## config.mk

```make
export PLATFORM = sky130hd
export DESIGN_NAME = rrd_fifo
export DESIGN_NICKNAME = d
export VERILOG_FILES = /design/src/design/rrd_pkg.sv /design/src/design/rrd_fifo.sv
export SDC_FILE = /design/constraint.sdc
export NUM_CORES = 1
export LEC_CHECK = 0
export BUFFER_PORTS_ARGS = -buffer_cell sky130_fd_sc_hd__buf_4
export CORE_MARGIN = 2
export CORE_UTILIZATION = 30
export CTS_BUF_LIST = sky130_fd_sc_hd__clkbuf_4
export CTS_CLUSTER_DIAMETER = 200
export DETAILED_ROUTE_END_ITERATION = 8
export PLACE_DENSITY = 0.58
export SYNTH_ARGS = -nofsm -noshare
export SYNTH_HDL_FRONTEND = slang
export SYNTH_SLANG_ARGS = --single-unit
```

## constraint.sdc

```tcl
create_clock -name clk -period 3.94 [get_ports clk]
set_input_delay 0.197 -clock clk [delete_from_list [all_inputs] [get_ports clk]]
set_output_delay 0.197 -clock clk [all_outputs]
set_load 0.01 [all_outputs]
```

## src/design/rrd_pkg.sv

```systemverilog
`default_nettype none
package rrd_pkg;

	// Default size of the seed row store in bytes.
	localparam int ROW_BYTES_DEF = 4096;
	// Pointer width carried in queue entries, enough for the largest store of 65536 bytes.
	localparam int PTR_W = 17;
	// Depth of the command queue between the front and back parts.
	localparam int FIFO_DEPTH = 4;
	// Width of the output data beat.
	localparam int OUT_DATA_W = 48;
	// Byte address bit that selects the register.
	localparam logic REG_METHOD = 1'b0;

	typedef enum logic [1:0] {
		MODE_DATA  = 2'd0,
		MODE_EMPTY = 2'd1,
		MODE_CLEAR = 2'd2,
		MODE_NONE  = 2'd3
	} mode_t;

	typedef enum logic [1:0] {
		METH_RAW      = 2'd0,
		METH_PAIRS    = 2'd1,
		METH_PACKBITS = 2'd2,
		METH_DELTA    = 2'd3
	} method_t;

	typedef enum logic [2:0] {
		PH_CTRL    = 3'd0,
		PH_PAIRVAL = 3'd1,
		PH_REPVAL  = 3'd2,
		PH_LIT     = 3'd3,
		PH_EXT     = 3'd4,
		PH_DELTA   = 3'd5
	} phase_t;

	typedef enum logic [1:0] {
		CMD_RUN   = 2'd0,
		CMD_EMPTY = 2'd1,
		CMD_CLEAR = 2'd2
	} cmd_kind_t;

	typedef enum logic [2:0] {
		BK_INIT     = 3'd0,
		BK_IDLE     = 3'd1,
		BK_FILL     = 3'd2,
		BK_CLRSTALE = 3'd3,
		BK_SCANRD   = 3'd4,
		BK_SCANCHK  = 3'd5,
		BK_SEEDCLR  = 3'd6,
		BK_EMIT     = 3'd7
	} back_state_t;

	// One command handed from the front part to the back part.
	typedef struct packed {
		cmd_kind_t          kind;
		logic               wv;
		logic               last;
		logic               ovf;
		logic [PTR_W-1:0]   col;
		logic [8:0]         cnt;
		logic [7:0]         value;
		logic [PTR_W-1:0]   cp_end;
	} cmd_t;

endpackage
`default_nettype wire

```

## src/design/rrd_fifo.sv

```systemverilog
`default_nettype none
module rrd_fifo #(
	parameter int DEPTH = rrd_pkg::FIFO_DEPTH
) (
	input  wire logic          clk,
	input  wire logic          arst_n,
	input  wire logic          push,
	input  wire rrd_pkg::cmd_t push_cmd,
	input  wire logic          pop,
	output rrd_pkg::cmd_t      head,
	output logic               empty,
	output logic               full
);
	localparam int IW = (DEPTH > 1) ? $clog2(DEPTH) : 1;

	rrd_pkg::cmd_t      mem_q [DEPTH];
	logic [IW-1:0]      wr_q;
	logic [IW-1:0]      rd_q;
	logic [IW:0]        fill_q;

	assign empty = (fill_q == '0);
	assign full  = (fill_q == (IW+1)'(DEPTH));
	assign head  = mem_q[rd_q];

	// Entry storage.
	always_ff @(posedge clk) begin
		if (push && !full) begin
			mem_q[wr_q] <= push_cmd;
		end
	end

	// Pointers and fill level.
	always_ff @(posedge clk or negedge arst_n) begin
		if (!arst_n) begin
			wr_q   <= '0;
			rd_q   <= '0;
			fill_q <= '0;
		end else begin
			if (push && !full) begin
				wr_q <= (wr_q == IW'(DEPTH-1)) ? '0 : wr_q + 1'b1;
			end
			if (pop && !empty) begin
				rd_q <= (rd_q == IW'(DEPTH-1)) ? '0 : rd_q + 1'b1;
			end
			fill_q <= fill_q + (IW+1)'(push && !full) - (IW+1)'(pop && !empty);
		end
	end
endmodule
`default_nettype wire

```

### Yosys cells after proc, flatten, opt, wreduce, memory -nomap -nowiden

Memories as Yosys holds them, arrays and structs flattened.
Index checks and enable logic that the tools add are counted.

| word-level totals | value |
|---|---|
| register bits after elaboration | 7 |
| latch bits | 0 |
| bits in writable memories | 224 |
| memory bits (read-only) | 0 |
| bits of input ports | 60 |
| output and inout bits | 58 |
| word-level logic and storage cells | 20 |
| memories kept | 1 |

Memories:

| name | depth | bits a word | rd ports | clocked after memory_dff | write ports | RTL line | RTL |
|---|---|---|---|---|---|---|---|
| mem_q | 4 | 56 | 1 | 0 | 1 | rrd_fifo.sv:16 | `rrd_pkg::cmd_t mem_q [DEPTH];` |

| operators by class | value |
|---|---|
| add/subtract/negate cells | 4 |
| multipliers | 0 |
| div/mod/pow operators | 0 |
| order comparisons | 0 |
| equal/unequal tests | 3 |
| shift-type cells | 0 |
| mux-type cells | 4 |
| bitwise operators | 0 |
| reductions and logical operators | 5 |

Operator list:

| operator | number |
|---|---|
| adder 2 x 1 -> 2 bit (second input constant) | 2 |
| equality test 2 bit (second input constant) | 2 |
| two-way mux 2 bit | 2 |
| adder 3 x 1 -> 3 bit | 1 |
| equality test 3 bit (second input constant) | 1 |
| zero test 3 bit | 1 |
| subtractor 3 x 1 -> 3 bit | 1 |
| logical AND 1 bit | 2 |
| zero test 1 bit | 2 |
| two-way mux 1 bit | 2 |

### Logic depth before layout (Yosys ltp)

Gate-level depths: netlist of run 1.

| depth | value |
|---|---|
| depth after elaboration | 5 |
| gate-level depth with buffers | 9 |
| gate-level depth less buffers | 9 |

### Least setup slack after synthesis of run 1

Ideal clock, no wire load.

| timing | value |
|---|---|
| kind | register to register |
| from | register fill_q[2] |
| to | memory mem_q[0][0] (netlist name) (enable) |
| setup time | 0.420 ns |
| arrival | 2.222 ns |
| slack | 1.299 ns |
| cell stages (with the launch flop) | 4 |
| buffers on the path | 0 |
| clock period less this slack | 2.641 ns |
| cells stage by stage | dfrtp_1 > nor3b_2 > nor2b_1 > and2_1 |

| on the way | value |
|---|---|
| cells in the longest elaborated chain, start to end | 5 |

RTL lines:

| item | RTL line | RTL |
|---|---|---|
| from (decl) | rrd_fifo.sv:19 | `logic [IW:0] fill_q;` |
| from (signal assigned) | rrd_fifo.sv:45 | `fill_q <= fill_q + (IW+1)'(push && !full) - (IW+1)'(pop && !empty);` |
| equality test 3 bit | rrd_fifo.sv:22 | `assign full = (fill_q == (IW+1)'(DEPTH));` |
| named net full | rrd_fifo.sv:12 | `output logic full` |
| zero test 1 bit | rrd_fifo.sv:27 | `if (push && !full) begin` |
| logical AND 1 bit | rrd_fifo.sv:27 |  |
| two-way mux 1 bit | rrd_fifo.sv:27 |  |
| two-way mux 1 bit (not written as such) | rrd_fifo.sv:28 | `mem_q[wr_q] <= push_cmd;` |
| to (decl) | rrd_fifo.sv:16 |  |

The timed path passes the listed nets, and every way through them passes these cells.

==> load_flow_metrics.sql, run 1 <==
INSERT INTO impl_metrics (metric_group, metric, value, unit) VALUES
('place', 'i_o_buffers', '117', ''),
('synthesis', 'synthesis.nets', '400', ''),
('synthesis', 'synth_cells', '332', ''),
('critical_path', 'type_of_the_worst_setup_path', 'reg2out', ''),
('timing', 'timing.final.crit_share', '72.8', '%'),
('synthesis', 'number_of_flops_mapped_to_enable_cells_by_yosys', '224', ''),
('clocking', 'buffer_levels_on_the_longest_clock_path', '3', ''),
('synthesis', 'seq_area_frac_synth', '80.8', '%'),
('drt', 'first_pass_iters', '4', ''),
('die', 'core_region_area', '0.0279', 'sq mm'),
('clocking', 'cts-hold-fix-buffers', '60', ''),
('place', 'placement.setup.worst_slack', '1.49', 'ns'),
('worst_hold_path', 'min_path_type', 'in2reg', ''),
('power_and_ir_drop', 'static-leakage-power', '3.90', 'nW'),
('die', 'initial_core_util', '30.6', '%'),
('die', 'dieArea', '0.0298', 'sq mm'),
('timing', 'clock_skew', '0.0314', 'ns'),
('clocking', 'path_clk_slew', '0.07', 'ns'),
('global_route', 'gr-max-usage-layer', 'met2', ''),
('flow_run', 'maxCapViolations', '0', ''),
('clocking', 'worstSkewPairLatency', '0.64', 'ns'),
('place', 'dpl.hpwl', '9060', 'um'),
('timing', 'final-max-slew-violation-count', '0', ''),
('critical_path', 'worst_setup_path_start_kind', 'register', ''),
('global_route', 'gr-usage-met2', '18.8', '%'),
('timing', 'setup_violations', '0', ''),
('power_and_ir_drop', 'p_total', '0.00780', 'W'),
('clocking', 'cts-resized-gates', '0', ''),
('timing', 'setup_slack', '1.07', 'ns'),
('drt', 'routedWlPerCell', '16.5', 'um'),
('synthesis', 'most_used_flip_flop_cell_after_synthesis', 'edfxtp_1', ''),
('synthesis', 'synth_async_sr_flop_share', '3.03', '%'),
('synthesis', 'synthesis.yosys.warnings', '0', ''),
('power_and_ir_drop', 'max-vdd-ir-drop', '0.582', 'mV'),
('drt', 'via_count', '4235', ''),
('cells_and_area', 'final_layout_size_suffix_gt1_share', '46.0', '%'),
('drt', 'ratio_of_routed_vias_to_standard_cells', '4.32', ''),
('global_route', 'grt_use_met1', '13.2', '%'),
('critical_path', 'cp_slowest_stage_delay', '0.82', 'ns'),
('die', 'floorplan.rows', '61', ''),
('critical_path', 'crit_required', '3.74', 'ns'),
('cells_and_area', 'design.final.nets', '626', ''),
('die', 'die_w', '173', 'um'),
('clocking', 'cts.sink_count', '231', ''),
('clocking', 'clock_tree_root', 'clkbuf_4', ''),
('global_route', 'use_met3', '3.23', '%'),
('global_route', 'antenna_found_initial', '1', ''),
('run_status', 'outcome', 'completed', ''),
('synthesis', 'synth_area_leaders', 'edfxtp_1 79%, mux4_2 15%, dfrtp_1 2.1%', ''),
('synthesis', 'synth.top_cells.by_count', '224 x edfxtp_1, 56 x mux4_2, 7 x dfrtp_1, 7 x ha_1, 7 x inv_1', ''),
('synthesis', 'synthDominantAreaCellType', 'edfxtp_1', ''),
('power_and_ir_drop', 'power-per-cell-area', '699', 'mW/mm^2'),
('critical_path', 'critical_path.n_buffers_inverters', '2', ''),
('die', 'dieHeight', '173', 'um'),
('timing', 'max_freq', '349', 'MHz'),
('drt', 'ant_nets', '0', ''),
('synthesis', 'mappedNetlistArea', '0.00854', 'sq mm'),
('global_route', 'global_route.overflow_total', '0', ''),
('global_route', 'grt_pass1_wl', '25500', 'um'),
('timing', 'setup_total_negative_slack', '0', 'ns'),
('worst_hold_path', 'hold-path-cell-count', '2', ''),
('die', 'ioPinCount', '118', ''),
('drt', 'drt-total-wl', '16100', 'um'),
('synthesis', 'avgSynthCellArea', '25.7', 'sq um'),
('global_route', 'first_global_vias', '4750', ''),
('critical_path', 'worst_path_dominant_cell_family', 'flip-flops', ''),
('global_route', 'maximum_number_of_pins_on_one_net_before_global_route_repair', '59', ''),
('clocking', 'post-cts-setup-buffers', '0', ''),
('timing', 'worst_slew_pin_slew', '0.921', 'ns'),
('timing', 'worst_relative_slew_slack', '38.6', '%'),
('critical_path', 'cp_max_fo', '30', '');
-- cell usage in the layout (no fill, tap or decap), types with 2 or more instances in the layout --
cell / n
buf_4: 119
edfxtp_1: 224
ha_1: 7
clkbuf_4: 88
dfrtp_1: 5
xnor2_1: 2
dfrtp_4: 2
and2_4: 4
nor2_1: 2
clkinv_2: 3
inv_1: 7
dlygate4sd3_1: 60
clkinv_1: 12
mux4_2: 56
mux2_2: 3
-- sequential cells by signal (all words and copies together), names as in the netlist --
name / cells
wr_q: 2
mem_q: 224
rd_q: 2
fill_q: 3
-- layer usage --
metal	vias to the layer above	part of all wire, %
li1	1906	-
met4	0	2.5
met3	39	5.5
met1	2168	41
met2	122	51
met5	-	0
-- cell families (layout without fill, tap and decap cells) --
logic type | count (synthesis) | in the layout | share of synthesized area [%]
other | 0 | 1 | 0
AO/OA/AOI/OAI | 1 | 1 | 0.0733
multiplexers | 59 | 59 | 15.2
AND/OR/NAND/NOR | 11 | 11 | 0.776
buffers and inverters | 20 | 290 | 1.73
adder cells (fa/ha/maj) | 8 | 8 | 1.26
XOR/XNOR | 2 | 2 | 0.205
flip-flops | 231 | 231 | 80.8
-- path summary, 6_finish.rpt --
check / startpoint / endpoint / slack (ns)
min in group asynchronous: arst_n / fill_q[1]$_DFF_PN0_ / 0.52
min: push_cmd[43] / mem_q[2][43]$_DFFE_PP_ / 0.28
min reg2reg: fill_q[0]$_DFF_PN0_ / fill_q[0]$_DFF_PN0_ / 0.57
max reg2reg: fill_q[2]$_DFF_PN0_ / fill_q[2]$_DFF_PN0_ / 1.48
max: rd_q[0]$_DFFE_PN0P_ / head[20] / 1.07
max in group asynchronous: arst_n / rd_q[1]$_DFFE_PN0P_ / 3.13
-- metrics by stage --
stage | std cells | utilization [%] | area, sq um | hold slack (ns)
global route | 981 | 39.9 | 11200 | 0.215
CTS | 980 | 39.9 | 11200 | 0.214
finish | 981 | 39.9 | 11200 | 0.284
detailed placement | 816 | 35.1 | 9800 | 0.0143
global placement | 816 | 35.1 | 9800 | 0.00877
floorplan | 332 | - | 8540 | -0.0986
-- final cells by class --
cell class | instances | area (sq um)
clock buffers | 88 | 661
inverters | 7 | 26.3
diodes | 1 | 2.50
well taps | 378 | 473
multi-input cells | 81 | 1500
flip-flops and latches | 231 | 6910
fillers | 2594 | 16800
clock inverters | 16 | 90.1
repair buffers | 179 | 1490
-- power breakdown --
group | total [W] | internal (W) | leakage [nW] | switching, W
Clock | 0.00197 | 0.00108 | 0.450 | 0.000891
Sequential | 0.00358 | 0.00325 | 2.13 | 0.000331
Combinational | 0.00225 | 0.00124 | 1.32 | 0.00101
Total | 0.00780 | 0.00557 | 3.90 | 0.00223
(Power assumes the default switching activity.)
==> run 2: changes to the inputs <==
--- a/config.mk
+++ b/config.mk
@@ -5,13 +5,14 @@
 export SDC_FILE = /design/constraint.sdc
 export NUM_CORES = 1
 export LEC_CHECK = 0
+export ABC_AREA = 1
 export BUFFER_PORTS_ARGS = -buffer_cell sky130_fd_sc_hd__buf_4
 export CORE_MARGIN = 2
 export CORE_UTILIZATION = 30
 export CTS_BUF_LIST = sky130_fd_sc_hd__clkbuf_4
 export CTS_CLUSTER_DIAMETER = 200
 export DETAILED_ROUTE_END_ITERATION = 8
-export PLACE_DENSITY = 0.58
+export PLACE_DENSITY = 0.59
 export SYNTH_ARGS = -nofsm -noshare
 export SYNTH_HDL_FRONTEND = slang
 export SYNTH_SLANG_ARGS = --single-unit
==> constraint.sdc (replaced) <==
create_clock -name clk -period 2.3 [get_ports clk]
set_input_delay 0.115 -clock clk [delete_from_list [all_inputs] [get_ports clk]]
set_output_delay 0.115 -clock clk [all_outputs]
set_load 0.01 [all_outputs]
==> run 2 against run 1 <==
Sequential power increased by 63%. Worst hold slack got worse by 0.066 ns. Sequential share of layout area decreased by 7.0 points. Routed wire length increased by 25%. Clock power increased by 74%. Worst setup slack got worse by 0.84 ns. Core utilization decreased by 0.15 points.
==> load_flow_metrics.sql, run 2 <==
INSERT INTO impl_metrics (metric_group, metric, value, unit) VALUES
('synthesis', 'synth.top_cells.by_count', '224 x edfxtp_1, 185 x nand2_1, 125 x inv_1', ''),
('global_route', 'grt_pass1_wl', '31700', 'um'),
('cells_and_area', 'largestRegisters', 'mem_q x224, fill_q x3', ''),
('drt', 'met2_length', '10100', 'um'),
('synthesis', 'post_synth_xor_area_fraction', '0', '%'),
('timing', 'timing.final.crit_share', '90.1', '%'),
('timing', 'final.min_clock_period', '2.07', 'ns'),
('cells_and_area', 'largest_register_ff_count', '224', ''),
('timing', 'max_freq', '483', 'MHz'),
('critical_path', 'crit_required', '2.18', 'ns'),
('synthesis', 'seq_area_frac_synth', '71.3', '%'),
('timing', 'worst_slew_pin_slew', '0.457', 'ns'),
('cells_and_area', 'layout.cells.most_common', 'edfxtp_1', ''),
('global_route', 'global_route.overflow_total', '0', ''),
('timing', 'setup_violations', '0', ''),
('run_status', 'outcome', 'completed', ''),
('critical_path', 'cp_max_fo', '17', ''),
('synthesis', 'most_used_flip_flop_cell_after_synthesis', 'edfxtp_1', ''),
('global_route', 'first_global_vias', '6146', ''),
('synthesis', 'synthesis.nets', '779', ''),
('clocking', 'cts-resized-gates', '0', ''),
('synthesis', 'synth_async_sr_flop_share', '3.03', '%'),
('cells_and_area', 'instances_no_fill', '1394', ''),
('cells_and_area', 'final_core_util', '39.8', '%'),
('timing', 'clock_skew', '0.0257', 'ns'),
('cells_and_area', 'design.final.nets', '1015', ''),
('worst_hold_path', 'min_path_type', 'in2reg', ''),
('place', 'postPlaceCellArea', '0.0111', 'sq mm'),
('synthesis', 'multiplexer_fraction_of_the_synthesized_cell_area', '0', '%'),
('critical_path', 'critical_path.n_buffers_inverters', '2', ''),
('cells_and_area', 'mostFrequentLayoutCells', '224 x edfxtp_1, 185 x nand2_1, 140 x buf_4', ''),
('cells_and_area', 'area_added_between_synthesis_and_finish', '30.0', '%'),
('drt', 'dr.first_iter.drc_count', '244', ''),
('critical_path', 'cp_capture_type', 'output port', ''),
('power_and_ir_drop', 'max-vdd-ir-drop', '0.381', 'mV'),
('cells_and_area', 'final_layout_size_suffix_gt1_share', '31.8', '%'),
('place', 'placement.setup.worst_slack', '0.326', 'ns'),
('drt', 'first_pass_iters', '4', ''),
('synthesis', 'ys_seq_elements', '231', ''),
('critical_path', 'worstPathArrival', '1.96', 'ns'),
('synthesis', 'arithmetic_cell_share_of_the_synthesized_area_counting_full_adders_half_adders_and_majority_gates', '1.11', '%'),
('power_and_ir_drop', 'static-leakage-power', '5.13', 'nW'),
('critical_path', 'worst_path_dominant_cell_family', 'flip-flops', ''),
('critical_path', 'worst_r2r_endpoint', 'fill_q[2]$_DFF_PN0_', ''),
('die', 'dieArea', '0.0337', 'sq mm'),
('synthesis', 'synth_top_family_by_area', 'compound AO/OA/AOI/OAI gates', ''),
('clocking', 'cts.sink_count', '231', ''),
('clocking', 'worstSkewPairLatency', '0.63', 'ns'),
('critical_path', 'ff2ff_setup_slack', '0.30', 'ns'),
('drt', 'wl_met3', '859', 'um'),
('drt', 'drt-total-wl', '20200', 'um'),
('place', 'placed_cells', '1222', ''),
('drt', 'drt_drc_violations_left', '0', ''),
('synthesis', 'synthDominantAreaCellType', 'edfxtp_1', ''),
('critical_path', 'worstPathCellList', 'buf_4 > nand2_1 > o211ai_2 > nand2_1 > buf_4', ''),
('place', 'dpl.hpwl', '11900', 'um'),
('timing', 'setup_slack', '0.228', 'ns'),
('drt', 'routedWlPerCell', '14.5', 'um'),
('clocking', 'clock_tree_from_tritoncts', 'yes', ''),
('drt', 'ratio_of_routed_vias_to_standard_cells', '4.31', ''),
('synthesis', 'synth_compound_gate_area_share', '11.7', '%'),
('die', 'initial_core_util', '30.6', '%'),
('drt', 'via_count', '6002', ''),
('cells_and_area', 'regMostFlops', 'mem_q', ''),
('power_and_ir_drop', 'p_total', '0.0153', 'W'),
('cells_and_area', 'layout.cell_area.non_filler', '0.0126', 'sq mm'),
('synthesis', 'mappedNetlistArea', '0.00969', 'sq mm'),
('timing', 'final-hold-violation-count', '0', ''),
('timing', 'worst_relative_slew_slack', '69.5', '%'),
('critical_path', 'worstRegToRegCells', '10', ''),
('clocking', 'cts_htree_levels', '2', ''),
('critical_path', 'crit_cells', '5', ''),
('synthesis', 'synth_cells', '711', ''),
('drt', 'route.layer.met1.wl', '8940', 'um'),
('global_route', 'antenna_found_initial', '2', ''),
('synthesis', 'synthesis.yosys.warnings', '0', ''),
('global_route', 'maximum_number_of_pins_on_one_net_before_global_route_repair', '49', ''),
('die', 'dieHeight', '184', 'um'),
('worst_hold_path', 'min-delay-start', 'push_cmd[2]', ''),
('critical_path', 'worst_setup_path_start_kind', 'register', ''),
('clocking', 'clock_tree_root', 'clkbuf_4', ''),
('synthesis', 'avgSynthCellArea', '13.6', 'sq um'),
('place', 'gpl.final_weighted_congestion', '0.689', ''),
('die', 'core_region_area', '0.0316', 'sq mm'),
('critical_path', 'critical-path-slowest-cell', 'dfrtp_4', ''),
('synthesis', 'synthDominantCellAreaShare', '69.4', '%'),
('critical_path', 'cp_slowest_stage_delay', '0.60', 'ns'),
('global_route', 'global_route_usage_over_all_layers', '12.1', '%'),
('drt', 'dr.max_layer_used', 'met4', ''),
('clocking', 'path_clk_slew', '0.06', 'ns'),
('place', 'i_o_buffers', '117', ''),
('synthesis', 'synthSimpleGateAreaFrac', '7.73', '%'),
('die', 'floorplan.rows', '65', ''),
('timing', 'rsz0062_at_grt', 'no', ''),
('timing', 'final-max-slew-violation-count', '0', ''),
('flow_run', 'maxCapViolations', '0', ''),
('worst_hold_path', 'hold-path-cell-count', '2', ''),
('critical_path', 'type_of_the_worst_setup_path', 'reg2out', ''),
('power_and_ir_drop', 'power-per-cell-area', '1210', 'mW/mm^2'),
('critical_path', 'r2r_start', 'fill_q[1]$_DFF_PN0_', ''),
('worst_hold_path', 'end_point_of_the_worst_hold_path', 'mem_q[1][2]$_DFFE_PP_', ''),
('synthesis', 'count_of_cell_types_in_the_netlist', '17', ''),
('drt', 'ant_nets', '0', ''),
('die', 'ioPinCount', '118', ''),
('synthesis', 'number_of_flops_mapped_to_enable_cells_by_yosys', '224', ''),
('clocking', 'buffer_levels_on_the_longest_clock_path', '3', ''),
('clocking', 'cts_buffers', '58', ''),
('synthesis', 'yosysMostFrequentCell', 'edfxtp_1', ''),
('synthesis', 'synth_area_leaders', 'edfxtp_1 69%, o211ai_2 7.6%, nand2_1 7.2%', ''),
('die', 'die_w', '184', 'um');
run 2: cell count changes after synthesis, moves of 5 or more:
cell,before,now
buf_2,4,12
inv_1,7,125
o211ai_1,0,53
nand2_1,1,185
buf_6,1,19
nor2_1,2,7
o211ai_2,0,59
mux4_2,56,0
run 2: layout make-up:
type,instances,area [sq um]
antenna,2,5.00
clock inverter,11,70.1
sequential,231,6910
timing repair buffer,213,1910
multi-input combinational,317,2020
clock buffer,92,691
inverter,126,474
tap,402,503
fill,3021,19000
run 2: through the flow:
stage	hold WS, ns	setup TNS [ns]
floorplan	-0.181	-63.79
global placement	-0.0649	0
detailed placement	-0.0624	0
CTS	0.147	0
global route	0.141	0
finish	0.218	0
run 2: report_power, final:
group	switching [W]	total, W	internal [W]
clock	0.00152	0.00343	0.00191
combinational	0.00341	0.00599	0.00257
sequential	0.000303	0.00584	0.00554
run 2: what timing repair did:
action                                  in CTS  in global routing
gates cloned                                 0                  0
endpoints found under the setup margin      45                 12
pin swaps                                    0                  0
hold buffers                                60                  0
setup buffers                                2                  5
endpoints found under the hold margin      235                  0
run 2: kinds of logic (layout without fill, tap and decap cells):
kind of cell    after synthesis  after routing
compound gates              112            112
fa+ha+maj                     8              8
buf+inv                     163            442
flops                       231            231
other cells                   0              2
simple gates                197            197
run 2: how the worst max path moves through the flow:
| stage | from | end | slack [ns] |
|---|---|---|---|
| 2_1_floorplan | fill_q[1]$_DFF_PN0_ | mem_q[0][0]$_DFFE_PP_ | -0.28 |
| 3_3_place_gp | fill_q[1]$_DFF_PN0_ | fill_q[2]$_DFF_PN0_ | 0.36 |
| 3_5_place_dp | fill_q[1]$_DFF_PN0_ | fill_q[2]$_DFF_PN0_ | 0.33 |
| 4_1_cts | rd_q[1]$_DFFE_PN0P_ | head[39] | 0.05 |
| 5_1_grt | rd_q[0]$_DFFE_PN0P_ | head[12] | 0.03 |
| 6_report | rd_q[0]$_DFFE_PN0P_ | head[12] | 0.23 |
run 2: per-layer routing:
metal | track usage (%) | vias to the layer above
met5 | 0 | -
met4 | 4.19 | 0
met1 | 15.0 | 2881
met3 | 2.95 | 29
met2 | 20.8 | 119
li1 | - | 2973
