$ cat src/design/rrd_pkg.sv
`default_nettype none
package rrd_pkg;

	// Default size of the seed row store in bytes.
	localparam int ROW_BYTES_DEF = 4096;
	// Pointer width carried in queue entries, enough for the largest store of 65536 bytes.
	localparam int PTR_W = 17;
	// Depth of the command queue between the front and back parts.
	localparam int FIFO_DEPTH = 4;
	// Width of the output data beat.
	localparam int OUT_DATA_W = 48;
	// Byte address bit that selects the register.
	localparam logic REG_METHOD = 1'b0;

	typedef enum logic [1:0] {
		MODE_DATA  = 2'd0,
		MODE_EMPTY = 2'd1,
		MODE_CLEAR = 2'd2,
		MODE_NONE  = 2'd3
	} mode_t;

	typedef enum logic [1:0] {
		METH_RAW      = 2'd0,
		METH_PAIRS    = 2'd1,
		METH_PACKBITS = 2'd2,
		METH_DELTA    = 2'd3
	} method_t;

	typedef enum logic [2:0] {
		PH_CTRL    = 3'd0,
		PH_PAIRVAL = 3'd1,
		PH_REPVAL  = 3'd2,
		PH_LIT     = 3'd3,
		PH_EXT     = 3'd4,
		PH_DELTA   = 3'd5
	} phase_t;

	typedef enum logic [1:0] {
		CMD_RUN   = 2'd0,
		CMD_EMPTY = 2'd1,
		CMD_CLEAR = 2'd2
	} cmd_kind_t;

	typedef enum logic [2:0] {
		BK_INIT     = 3'd0,
		BK_IDLE     = 3'd1,
		BK_FILL     = 3'd2,
		BK_CLRSTALE = 3'd3,
		BK_SCANRD   = 3'd4,
		BK_SCANCHK  = 3'd5,
		BK_SEEDCLR  = 3'd6,
		BK_EMIT     = 3'd7
	} back_state_t;

	// One command handed from the front part to the back part.
	typedef struct packed {
		cmd_kind_t          kind;
		logic               wv;
		logic               last;
		logic               ovf;
		logic [PTR_W-1:0]   col;
		logic [8:0]         cnt;
		logic [7:0]         value;
		logic [PTR_W-1:0]   cp_end;
	} cmd_t;

endpackage
`default_nettype wire

$ cat src/design/rrd_front.sv
`default_nettype none
module rrd_front #(
	parameter int ROW_BYTES = rrd_pkg::ROW_BYTES_DEF
) (
	input  wire logic          clk,
	input  wire logic          arst_n,
	input  wire logic          in_valid,
	output logic               in_ready,
	input  wire logic [1:0]    in_mode,
	input  wire logic [7:0]    in_byte,
	input  wire logic          in_last,
	input  wire logic          cfg_we,
	input  wire logic [1:0]    cfg_data,
	output logic [1:0]         method,
	input  wire logic          hold,
	input  wire logic          q_full,
	output logic               q_push,
	output rrd_pkg::cmd_t      q_cmd
);
	localparam int PW = $clog2(ROW_BYTES + 1);
	localparam int WW = PW + 10;

	logic [PW-1:0]      cp_q;
	rrd_pkg::phase_t    phase_q;
	logic [8:0]         rr_q;
	logic [7:0]         held_q;
	logic               ovf_q;
	rrd_pkg::method_t   method_q;

	rrd_pkg::phase_t    ph_d;
	logic [8:0]         rr_d;
	logic [7:0]         held_d;
	logic               wr;
	logic [8:0]         cnt;
	logic [7:0]         adv;
	logic [WW-1:0]      sum1;
	logic [PW-1:0]      cp_mid;
	logic [PW-1:0]      room;
	logic [8:0]         kept;
	logic [WW-1:0]      sum2;
	logic [PW-1:0]      cp_new;
	logic               wv;
	logic               ovf_d;
	logic               accept;

	assign method   = method_q;
	assign in_ready = !q_full && !hold;
	assign accept   = in_valid && in_ready;

	// Command decoding of one data byte under the selected method.
	always_comb begin
		ph_d   = phase_q;
		rr_d   = rr_q;
		held_d = held_q;
		wr     = 1'b0;
		cnt    = '0;
		adv    = '0;
		case (method_q)
			rrd_pkg::METH_RAW: begin
				wr  = 1'b1;
				cnt = 9'd1;
			end
			rrd_pkg::METH_PAIRS: begin
				if (phase_q == rrd_pkg::PH_PAIRVAL) begin
					wr   = 1'b1;
					cnt  = {1'b0, held_q} + 9'd1;
					ph_d = rrd_pkg::PH_CTRL;
				end else begin
					held_d = in_byte;
					ph_d   = rrd_pkg::PH_PAIRVAL;
				end
			end
			rrd_pkg::METH_PACKBITS: begin
				if (phase_q == rrd_pkg::PH_REPVAL) begin
					wr   = 1'b1;
					cnt  = rr_q;
					rr_d = '0;
					ph_d = rrd_pkg::PH_CTRL;
				end else if (phase_q == rrd_pkg::PH_LIT) begin
					wr   = 1'b1;
					cnt  = 9'd1;
					rr_d = rr_q - 9'd1;
					if (rr_d == '0) begin
						ph_d = rrd_pkg::PH_CTRL;
					end
				end else if (in_byte > 8'd128) begin
					rr_d = 9'd257 - {1'b0, in_byte};
					ph_d = rrd_pkg::PH_REPVAL;
				end else if (in_byte < 8'd128) begin
					rr_d = {1'b0, in_byte} + 9'd1;
					ph_d = rrd_pkg::PH_LIT;
				end
			end
			default: begin
				if (phase_q == rrd_pkg::PH_EXT) begin
					adv = in_byte;
					if (in_byte != 8'd255) begin
						ph_d = rrd_pkg::PH_DELTA;
					end
				end else if (phase_q == rrd_pkg::PH_DELTA) begin
					wr   = 1'b1;
					cnt  = 9'd1;
					rr_d = rr_q - 9'd1;
					if (rr_d == '0) begin
						ph_d = rrd_pkg::PH_CTRL;
					end
				end else begin
					adv  = {3'b000, in_byte[4:0]};
					rr_d = {6'd0, in_byte[7:5]} + 9'd1;
					ph_d = (in_byte[4:0] == 5'd31) ? rrd_pkg::PH_EXT : rrd_pkg::PH_DELTA;
				end
			end
		endcase
	end

	// Pointer advance, clipping at the end of the store, and the advance past the run.
	always_comb begin
		sum1   = WW'(cp_q) + WW'(adv);
		cp_mid = (sum1 > WW'(ROW_BYTES)) ? PW'(ROW_BYTES) : sum1[PW-1:0];
		room   = PW'(ROW_BYTES) - cp_mid;
		kept   = (WW'(cnt) < WW'(room)) ? cnt : 9'(room);
		sum2   = WW'(cp_mid) + WW'(cnt);
		cp_new = (sum2 > WW'(ROW_BYTES)) ? PW'(ROW_BYTES) : sum2[PW-1:0];
		wv     = wr && (kept != '0);
		ovf_d  = ovf_q || (wr && (kept != cnt));
	end

	// Command built for the back part.
	always_comb begin
		q_cmd        = '0;
		q_push       = 1'b0;
		q_cmd.kind   = rrd_pkg::CMD_RUN;
		case (rrd_pkg::mode_t'(in_mode))
			rrd_pkg::MODE_DATA: begin
				q_cmd.wv     = wv;
				q_cmd.last   = in_last;
				q_cmd.ovf    = ovf_d;
				q_cmd.col    = wv ? rrd_pkg::PTR_W'(cp_mid) : '0;
				q_cmd.cnt    = wv ? kept : '0;
				q_cmd.value  = wv ? in_byte : '0;
				q_cmd.cp_end = rrd_pkg::PTR_W'(cp_new);
				q_push       = accept && (wv || in_last);
			end
			rrd_pkg::MODE_EMPTY: begin
				q_cmd.kind = rrd_pkg::CMD_EMPTY;
				q_push     = accept;
			end
			rrd_pkg::MODE_CLEAR: begin
				q_cmd.kind = rrd_pkg::CMD_CLEAR;
				q_push     = accept;
			end
			default: begin
				q_push = 1'b0;
			end
		endcase
	end

	// Decoder state; a row end or an empty or clear beat abandons the partial row.
	always_ff @(posedge clk or negedge arst_n) begin
		if (!arst_n) begin
			cp_q     <= '0;
			phase_q  <= rrd_pkg::PH_CTRL;
			rr_q     <= '0;
			held_q   <= '0;
			ovf_q    <= 1'b0;
			method_q <= rrd_pkg::METH_RAW;
		end else begin
			if (accept) begin
				case (rrd_pkg::mode_t'(in_mode))
					rrd_pkg::MODE_DATA: begin
						if (in_last) begin
							cp_q    <= '0;
							phase_q <= rrd_pkg::PH_CTRL;
							rr_q    <= '0;
							held_q  <= '0;
							ovf_q   <= 1'b0;
						end else begin
							cp_q    <= cp_new;
							phase_q <= ph_d;
							rr_q    <= rr_d;
							held_q  <= held_d;
							ovf_q   <= ovf_d;
						end
					end
					rrd_pkg::MODE_EMPTY, rrd_pkg::MODE_CLEAR: begin
						cp_q    <= '0;
						phase_q <= rrd_pkg::PH_CTRL;
						rr_q    <= '0;
						held_q  <= '0;
						ovf_q   <= 1'b0;
					end
					default: begin
						cp_q <= cp_q;
					end
				endcase
			end
			if (cfg_we) begin
				method_q <= rrd_pkg::method_t'(cfg_data);
				phase_q  <= rrd_pkg::PH_CTRL;
				rr_q     <= '0;
				held_q   <= '0;
			end
		end
	end
endmodule
`default_nettype wire

$ cat config.mk
export PLATFORM = sky130hd
export DESIGN_NAME = rrd_front
export DESIGN_NICKNAME = d
export VERILOG_FILES = /design/src/design/rrd_pkg.sv /design/src/design/rrd_front.sv
export SDC_FILE = /design/constraint.sdc
export NUM_CORES = 1
export LEC_CHECK = 0
export ABC_AREA = 1
export BUFFER_PORTS_ARGS = -buffer_cell sky130_fd_sc_hd__buf_2
export CAP_MARGIN = 15
export CORE_MARGIN = 3
export CORE_UTILIZATION = 53
export CTS_BUF_LIST = sky130_fd_sc_hd__clkbuf_8 sky130_fd_sc_hd__clkbuf_16
export DETAILED_ROUTE_END_ITERATION = 16
export PLACE_DENSITY = 0.79
export SLEW_MARGIN = 20
export SYNTH_ARGS = -nofsm -noshare
export SYNTH_HDL_FRONTEND = slang
export SYNTH_SLANG_ARGS = --single-unit
export TNS_END_PERCENT = 20
$ cat constraint.sdc
create_clock -name clk -period 5.95 [get_ports clk]
set_input_delay 0.595 -clock clk [delete_from_list [all_inputs] [get_ports clk]]
set_output_delay 0.595 -clock clk [all_outputs]
set_load 0.01 [all_outputs]
[Word level (Yosys, flattened, before mapping)]
Cells that the tools add are included.
Storage, ports and cells
  flip-flop bits (word level): 36
  input bits: 19
  output and inout bits: 60
  logic and storage cells: 121
Cells by class
  add/sub/neg operators: 8
  order comparisons: 5
  equality and inequality tests: 19
  multiplexer cells: 60
  reduce and logical (&&, ||, !) cells: 23
Operator list (number)
  $mux W9: 13
  $mux W8: 8
  $mux W54: 1
  $mux W13: 4
  $pmux W9 S2: 2
  $mux W3: 11
  $gt A14 B13 Y1 const B: 2
  $pmux W9 S3: 1
  $pmux W13 S2: 1
  $add A8 B1 Y9 const B: 2
  $ne A8 B8 Y1 const B: 2
  $pmux W8 S2: 1
  $add A13 B8 Y14: 1
  $add A13 B9 Y14: 1
  $lt A9 B13 Y1: 1
  $sub A13 B13 Y13 const A: 1
  $ne A4 B4 Y1 const B: 3
  $mux W1: 11
  $reduce_and A5 Y1: 2
  $logic_not A9 Y1: 1
  $ne A9 B9 Y1: 1
  $pmux W3 S3: 1
  $reduce_bool A9 Y1: 1
  $sub A9 B1 Y9 const B: 1
  other kinds (28): 42

[Logic depth before layout (Yosys ltp)]
Gate-level depths: netlist (run 1).
  word-level depth: 15
  gate-level depth with buffers: 49
  gate-level depth less buffers: 48

[Worst setup path before layout (run 1)]
OpenSTA, ideal clock, no wires.
  kind: reg-to-output
  from: reg method_q[0], in the netlist method[0]
  to: out q_cmd[46] (netlist name)
  arrival: 5544 ps
  required time: 5355 ps
  setup slack: -189 ps
  cell stages (with the launch flop): 44
  buffers on the path: 3
  path through: dfrtp_1 ha_1 clkbuf_1 nand2_1 nor2_1 ha_1 fa_1 or2_2 nor2_1 nand3_1 nor2_1 nand3_1 nor2_1 nand3_1 nand2_1 buf_4 nand2_1 ha_1 [... 8 more ...] nand2_1 nand2_1 nand2_1 nand2_1 nand2_1 nand2_1 nand2_1 nand3_1 a21oi_2 nand2_2 inv_2 nand2_1 o21ai_0 nor2_1 nand3_1 nand2_2 buf_6 a21oi_1
RTL lines
  from (decl): line rrd_front.sv:28  | rrd_pkg::method_t method_q;
  from (signal assigned): line rrd_front.sv:166  | method_q <= rrd_pkg::METH_RAW;
  from (signal assigned): line rrd_front.sv:198  | method_q <= rrd_pkg::method_t'(cfg_data);
  to (decl): line rrd_front.sv:18  | output rrd_pkg::cmd_t q_cmd

==> results of run 1 <==
==> cells by family (layout without fill, tap and decap cells) <==
| logic type | after synthesis | after routing |
|---|---|---|
| adders and majority gates | 46 | 46 |
| AOI/OAI and AO/OA | 138 | 138 |
| other | 1 | 8 |
| buffers and inverters | 156 | 370 |
| and+or+nand+nor | 408 | 408 |
| DFF | 36 | 36 |
| xor gates and xnor gates | 24 | 24 |
==> cells in the final DEF (no fill, tap or decap), types with 16 or more instances in the layout <==
cell type	n
nand3_1	37
ha_1	34
nand2_1	165
buf_4	144
a21oi_1	23
nand2_2	22
inv_1	122
dfrtp_1	36
nand4_1	23
o21ai_0	55
buf_6	16
nor2_1	79
nor2_2	19
buf_2	67
==> path summary, 6_finish.rpt <==
path / from / endpoint / slack [ns] / cells after the start
setup / recovery: phase_q[1] / q_cmd[18] / -0.76 / 45
hold / removal: arst_n / cp_q[11] / 0.38 / 1
setup reg to reg: phase_q[1] / ovf_q / 0.16 / 49
hold reg to reg: rr_q[8] / rr_q[8] / 0.56 / 1
max in group asynchronous: arst_n / held_q[2] / 4.98 / 1
min in group clk: cfg_data[1] / method[1] / 0.52 / 3
==> per-layer routing <==
metal	up-vias	global-route usage
met4	0	0.1786
met2	591	0.6392
met3	148	0.05324
li1	3064	-
met5	-	0
met1	3114	0.4239
==> stage by stage <==
stage	setup WS, ns	hold WS (ns)	utilization	instance area [um^2]	std cells
2_1_floorplan	0.01536	0.2994	-	4940	816
3_3_place_gp	-0.09539	0.5067	0.6934	6136	1085
3_5_place_dp	-0.3072	0.5202	0.6934	6136	1085
4_1_cts	-0.3072	0.4215	0.7695	6809	1131
5_1_grt	-0.9605	0.4515	0.8176	7234	1138
6_report	-0.7613	0.3823	0.8176	7234	1138
==> what timing repair did <==
action,in CTS,in global routing
pin swaps,45,41
gates cloned,2,0
gates resized for setup,86,86
setup endpoints to repair,46,56
buffers inserted,37,8
==> report_power, final <==
part	switching (mW)	internal (mW)	total, mW
Sequential	0.0132	0.256	0.269
Combinational	0.342	0.257	0.599
Clock	0.0988	0.0782	0.177
Total	0.454	0.591	1.04
==> worst register-to-register path, delay by kind of cell (launching register included) <==
family,cells,cell delay (ns)
AOI/OAI and AO/OA,4,0.46
adders and majority gates,3,0.70
buffers and inverters,8,0.91
and+or+nand+nor,34,3.21
DFF,1,0.41
==> final cells by class <==
| class | count | share of cell area |
|---|---|---|
| sequential | 36 | 0.1245 |
| clock inverter | 2 | 0.001211 |
| inverter | 133 | 0.06970 |
| multi-input combinational | 624 | 0.5470 |
| clock buffer | 5 | 0.009512 |
| tap | 108 | 0.01868 |
| timing repair buffer | 230 | 0.2293 |
==> synthesized netlist by cell type (5+ instances only) <==
library cell,n
nand4_1,23
a21oi_1,31
o21ai_0,64
ha_1,44
nor3_1,15
o31ai_1,5
inv_2,5
clkbuf_1,9
dfrtp_1,36
buf_4,11
nand3_1,44
xor2_1,18
nand2_1,197
xnor2_1,5
inv_1,128
nor2_1,110
o22ai_1,6
==> registers in the layout (all words and copies together), names as in the netlist <==
name / cells
rr_q: 9
ovf_q: 1
phase_q: 3
held_q: 8
cp_q: 13
method: 2
==> metrics, run 1 <==
Num CTS Buffers 5; Final Max Slew Viols 0; Unique masters post-synth 47; HP Class input pin to asynchronous set/reset pin; CTS tree done; crit path launch type register; WL per Instance 18.51 um; Post-Syn Area per Cell 6.043 um^2; CTS Hold Bufs 0; Worst Setup End Kind output pin; Clock Tree Buf Depth 2; number of port buffers 70; area of the core 8848 um^2; max_cap viols 0; gr usage total 0.3609; Adder-Cell Fraction of Synth Area 0.1208; register bit total from synthesis 36; htree depth 2; drt drc 0; mapped cell area 4888 um^2; status finished, violations left; Die W 102.0 um; mux cell area share after synthesis 0; Placer Congestion between 1 and 1.5; Metal-1 WL 7.513 mm; crit path time final 6.711 ns; pwr/cell area between 100 and 150 nW/um^2; Clock Skew 0.01372 ns; Ys Warns 0; Peak VDD IR 0.1054 mV; fmax 0.1490 GHz; hpwl dp 14.22 mm; number of synthesized flops with an enable pin 0; Synth Area in XOR/XNOR 0.04454; Slew headroom 0.4131; Initial Utilization 0.5525; worst path arrival time slightly above 6 ns; layout net count 1095; CP top delay family simple AND/OR/NAND/NOR gates; RSZ-0062 raised after global routing yes; PnR worst setup slack -0.7613 ns; drt first pass iters 6; filler instances 554; LEAKAGE 3.889 nW; setup_tns -28.48 ns; Layout area overhead 47.99%; wire length of the first global-routing pass 29.66 mm; Ports 79; antenna violations before repair 0; gr ovfl total 0; top post-synthesis cells by area dfrtp_1, nand2_1, ha_1; via count 6917; Yosys top cell area share 0.1843; post-route ant nets 0; Compound-Gate Fraction of Synth Area 0.1651; Crit Path Class register to output pin; top layer in use met4; Total Power 1.045 mW; worst slew pin tran a little under 0.9 ns; DR WL met3 2.071 mm; CP max-delay cell dfrtp_1; largest area contributor in the netlist dfrtp_1; antenna cells 0; area of the multi-input gates roughly 4000 um^2; critical-path maximum fanout 8; FF+latch area 900.9 um^2; via/cell ratio around 6.1; Die Area roughly 10000 um^2; register area share after synthesis 0.1843; vias in the first global route 6130; Clk pin slew, worst setup/hold paths 0.09 ns; Mapped Cells 809; prevailing post-synth register cell dfrtp_1; failing checks setup timing; Synth Area in Simple Gates 0.3530; CP max stage delay just over 0.4 ns; Routed WL approximately 21 mm; Worst Path Buf+Inv 8; fin crit share 1.128; share of layout cells above drive strength 1 0.3573; pin count of the biggest net entering global routing 37; Final Setup Violations 45; Worst EP required 5.36 ns; CTS Sinks 36; DR iter-0 viols 619; clk root buf clkbuf_8; FFs w/ async S/R, synth 1.000; Fin. Hold Viols 0; Die Y 102.0 um; met2 WL about 9.9 mm; row count 34; Skew-Pair Late Insertion Delay approximately 0.30 ns; CP dominant cell by count nand2_1; largest family of logic cells by synthesized area simple AND/OR/NAND/NOR gates
Power figures use the tool's default switching activity.
==> inputs of run 2 (changes only) <==
Settings changed: SETUP_SLACK_MARGIN set to 0.1.
==> metrics, run 2 (synthesis results as in run 1) <==
Crit Path Class register to output pin; row count 34; DP Area 6197 um^2; via count ~6.4k; Biggest register cp_q; Clock Skew 0.01333 ns; Die W 102.0 um; Routed WL 19.08 mm; WL per Instance 17.07 um; CP top delay family simple AND/OR/NAND/NOR gates; antenna violations before repair 0; pin count of the biggest net entering global routing 37; Skew-Pair Late Insertion Delay 0.30 ns; pwr/cell area between 100 and 150 nW/um^2; max reg flops 13; filler instances roughly 630; number of port buffers 70; layout net count ~1.1k; clk root buf clkbuf_8; antenna cells 0; via/cell ratio 5.738; LEAKAGE 3.767 nW; Layout area overhead 45.25%; Fin. Hold Viols 0; CP dominant cell by count nand2_1; DR iter-0 viols approximately 560; Internal 0.5921 mW; vias in the first global route 6122; Initial Utilization 0.5525; Final Max Slew Viols 0; status finished, violations left; htree depth 2; most common cell after layout, fill and taps aside nand2_1; Worst Setup End Kind output pin; worst path arrival time ~5.9 ns; Slew headroom 0.4373; CP max stage delay 0.40 ns; CTS Sinks 36; critical-path maximum fanout 8; Num CTS Buffers 5; setup_tns -19.24 ns; Final Setup Violations 44; clock share of power 0.179; crit path launch type register; worst slew pin tran 0.8441 ns; Placer Congestion a little under 1; Total Power 1.019 mW; area of the core 8848 um^2; final instance area just over 7000 um^2; PnR worst setup slack -0.5504 ns; fmax 0.1538 GHz; post-route ant nets 0; failing checks setup timing; Ports slightly below 80; RSZ-0062 raised after global routing yes; drt first pass iters 7; crit path time final 6.500 ns; max_cap viols 0; dpl ws -0.3198 ns; area of the multi-input gates roughly 3900 um^2; share of layout cells above drive strength 1 0.3356; gr usage total 0.3505; Clock Tree Buf Depth 2; Worst Path Buf+Inv 8; hpwl dp 14.13 mm; Die Y approximately 100 um; Reg power frac 0.262; FF+latch area 900.9 um^2; Switching Share 0.4188; wire length of the first global-routing pass 28.88 mm; drt drc 0; Worst EP required 5.36 ns; fin crit share 1.092; CP max-delay cell dfrtp_1; combinational group share of total power 0.559; hold_ws 0.3971 ns; CTS tree done; HP Class input pin to asynchronous set/reset pin; Clk pin slew, worst setup/hold paths 0.08 ns; Die Area ~10000 um^2; Peak VDD IR roughly 0.11 mV; gr ovfl total 0; top flop regs cp_q x13, rr_q x9, held_q x8; leading cell types in the layout, fill and taps excluded nand2_1, buf_4, inv_1, nor2_1, buf_2; Psw 0.4267 mW
==> run 2: what timing repair did <==
item | CTS | global route
setup buffers | 15 | 6
setup endpoints to repair | 46 | 57
hold buffers | 0 | 0
gates cloned | 2 | 1
pin swaps | 29 | 34
resized for setup | 86 | 53
==> run 2: power by group through the flow <==
| stage | Sequential [mW] | Clock [mW] | Combinational (mW) |
|---|---|---|---|
| floorplan | 0.269 | 0 | 0.260 |
| global placement | 0.270 | 0 | 0.447 |
| detailed placement | 0.270 | 0 | 0.451 |
| CTS | 0.266 | 0.182 | 0.511 |
| global route | 0.268 | 0.195 | 0.612 |
| finish | 0.267 | 0.182 | 0.569 |
==> run 2: worst paths after layout <==
kind                              from   endpoint  slack, ns  cells past startpoint
setup / recovery            phase_q[1]  q_cmd[29]      -0.55                     47
hold / removal                  arst_n   cp_q[11]       0.40                      1
setup reg to reg            phase_q[1]    cp_q[2]       0.52                     39
hold reg to reg                  ovf_q      ovf_q       0.56                      2
max in group asynchronous       arst_n  held_q[7]       5.01                      1
min in group clk           cfg_data[1]  method[1]       0.51                      3
==> run 2: worst register-to-register path, delay by kind of cell, from the launching register on <==
| family | cells | cell delay, ns |
|---|---|---|
| XOR/XNOR | 1 | 0.21 |
| adder cells (fa/ha/maj) | 3 | 0.92 |
| AO/OA/AOI/OAI | 7 | 1.07 |
| AND/OR/NAND/NOR | 21 | 1.90 |
| flip-flops | 1 | 0.40 |
| buffers and inverters | 7 | 0.82 |
==> run 2: through the flow <==
step / instances / util
floorplan: 816 / -
global placement: 1086 / 0.7004
detailed placement: 1086 / 0.7004
CTS: 1111 / 0.7664
global route: 1118 / 0.8025
finish: 1118 / 0.8025
==> run 2: final cells by class <==
class | instances | area share
flip-flops and latches | 36 | 0.1269
multi-input cells | 624 | 0.5485
well taps | 108 | 0.01903
clock inverters | 2 | 0.001057
clock buffers | 6 | 0.01163
inverters | 133 | 0.07066
repair buffers | 209 | 0.2222
==> run 2: per-layer routing <==
layer  routed length [um]  track usage  share of wire
met3                 1344      0.04437          0.070
met4                 1219       0.1786          0.064
met1                 7316       0.4162           0.38
met5                    0            0              0
met2                 9202       0.6182           0.48
==> inputs of run 3 (changes only) <==
Settings changed: CORE_UTILIZATION 53 to 55, PLACE_DENSITY 0.79 to 0.78.
Clock period 5.95 ns to 7.4 ns, I/O delays scaled along.
==> metrics, run 3 (synthesis results as in run 1) <==
share of layout cells above drive strength 1 0.1498; Ports 79; antenna violations before repair 0; crit path time final 6.949 ns; HP Class register to register; vias in the first global route roughly 5.3k; Internal 0.3672 mW; hold_ws between 0.5 and 0.6 ns; Crit Path Class register to output pin; Switching Share 0.4465; worst path arrival time 6.21 ns; DP Area between 5000 and 6000 um^2; pwr/cell area 119.0 nW/um^2; Die Area roughly 10000 um^2; CP dominant cell by count nand2_1; Die W 100.3 um; Final Max Slew Viols 0; via count 5814; top flop regs cp_q x13, rr_q x9, held_q x8; Worst EP required 6.66 ns; Routed WL 16.23 mm; worst slew pin tran about 0.87 ns; row count 33; Layout area overhead 14.10%; crit path launch type register; Skew-Pair Late Insertion Delay 0.30 ns; Biggest register cp_q; status completed; Reg power frac 0.325; most common cell after layout, fill and taps aside nand2_1; CP max-delay cell fa_1; DR iter-0 viols between 500 and 600; via/cell ratio slightly below 6; area of the core 8423 um^2; layout net count 953; Fin. Hold Viols 0; drt drc 0; CTS Sinks 36; Worst Setup End Kind output pin; CP max stage delay roughly 0.46 ns; Slew headroom 0.4199; Die Y 100.3 um; CP top delay family simple AND/OR/NAND/NOR gates; combinational group share of total power 0.461; Clk pin slew, worst setup/hold paths 0.08 ns; gr usage total 0.3149; post-route ant nets 0; Placer Congestion 1.013; pin count of the biggest net entering global routing 37; Peak VDD IR 0.08344 mV; Num CTS Buffers 5; WL per Instance 16.34 um; critical-path maximum fanout 15; hpwl dp approximately 13 mm; Final Setup Violations 0; clk root buf clkbuf_8; Initial Utilization 0.5804; LEAKAGE 3.114 nW; max_cap viols 0; fin crit share 0.9391; Worst Path Buf+Inv 6; drt first pass iters 6; fmax 0.1439 GHz; antenna cells 0; clock share of power 0.214; max reg flops 13; Clock Skew 0.005762 ns; CTS Hold Bufs 0; final instance area between 5000 and 6000 um^2; Psw just under 0.3 mW; RSZ-0062 raised after global routing no; wire length of the first global-routing pass approximately 25 mm; CTS tree done; setup_tns 0 ns; gr ovfl total 0; leading cell types in the layout, fill and taps excluded nand2_1, inv_1, nor2_1, buf_2, o21ai_0; Clock Tree Buf Depth 2; htree depth 2; number of port buffers 70
run 3: final cells by class:
cell class              instances  area, um^2
multi-input cells             625        3475
fillers                       818        2845
flip-flops and latches         36       900.9
inverters                     133       504.2
repair buffers                 87       485.5
well taps                     105       131.4
clock buffers                   5       68.82
clock inverters                 2       12.51
run 3: final timing paths:
| kind | cells after the start | endpoint | from | slack [ns] |
|---|---|---|---|---|
| worst min-delay path | 2 | cp_q[4] | cp_q[4] | 0.53 |
| worst min register to register | 2 | cp_q[4] | cp_q[4] | 0.53 |
| min in group asynchronous | 1 | cp_q[8] | arst_n | 0.54 |
| worst max-delay path | 45 | q_cmd[17] | phase_q[1] | 0.45 |
| max in group asynchronous | 1 | held_q[6] | arst_n | 6.29 |
| worst max register to register | 37 | cp_q[0] | phase_q[1] | 1.69 |
run 3: through the flow:
stage	setup slack, ns	power, mW	instances	util
after floorplan	1.116	0.4176	816	-
after global placement	0.2678	0.4938	977	0.6316
after detailed placement	0.1226	0.4991	977	0.6316
after CTS	0.1491	0.6424	984	0.6428
after global routing	0.08435	0.7067	993	0.6622
final	0.4510	0.6635	993	0.6622
run 3: tightest hold or removal path, cell delays in order, from the launching register on:
cell and delay (ns):
dfrtp_1 0.35, o21ai_0 0.07, o21ai_0 0.07
run 3: metal layers:
layer  GRT usage  vias up  wire length (um)
li1            -     2770                 -
met1      0.3990     2665              6509
met2      0.5510      327              7819
met3     0.05559       52              1455
met4     0.08290        0               440
met5           0        -                 0
run 3: timing repair:
action | 4_1_cts | 5_1_grt
pin swaps | 0 | 1
setup buffers | 0 | 8
cloned | 0 | 1
setup endpoints to repair | 32 | 44
resized for setup | 5 | 25
run 3: power groups by stage:
| stage | clock (mW) | combinational [mW] | sequential (mW) |
|---|---|---|---|
| final | 0.142 | 0.306 | 0.216 |
| after global routing | 0.152 | 0.337 | 0.217 |
| after CTS | 0.143 | 0.284 | 0.215 |
| after detailed placement | 0 | 0.280 | 0.219 |
| after global placement | 0 | 0.275 | 0.219 |
| after floorplan | 0 | 0.201 | 0.217 |
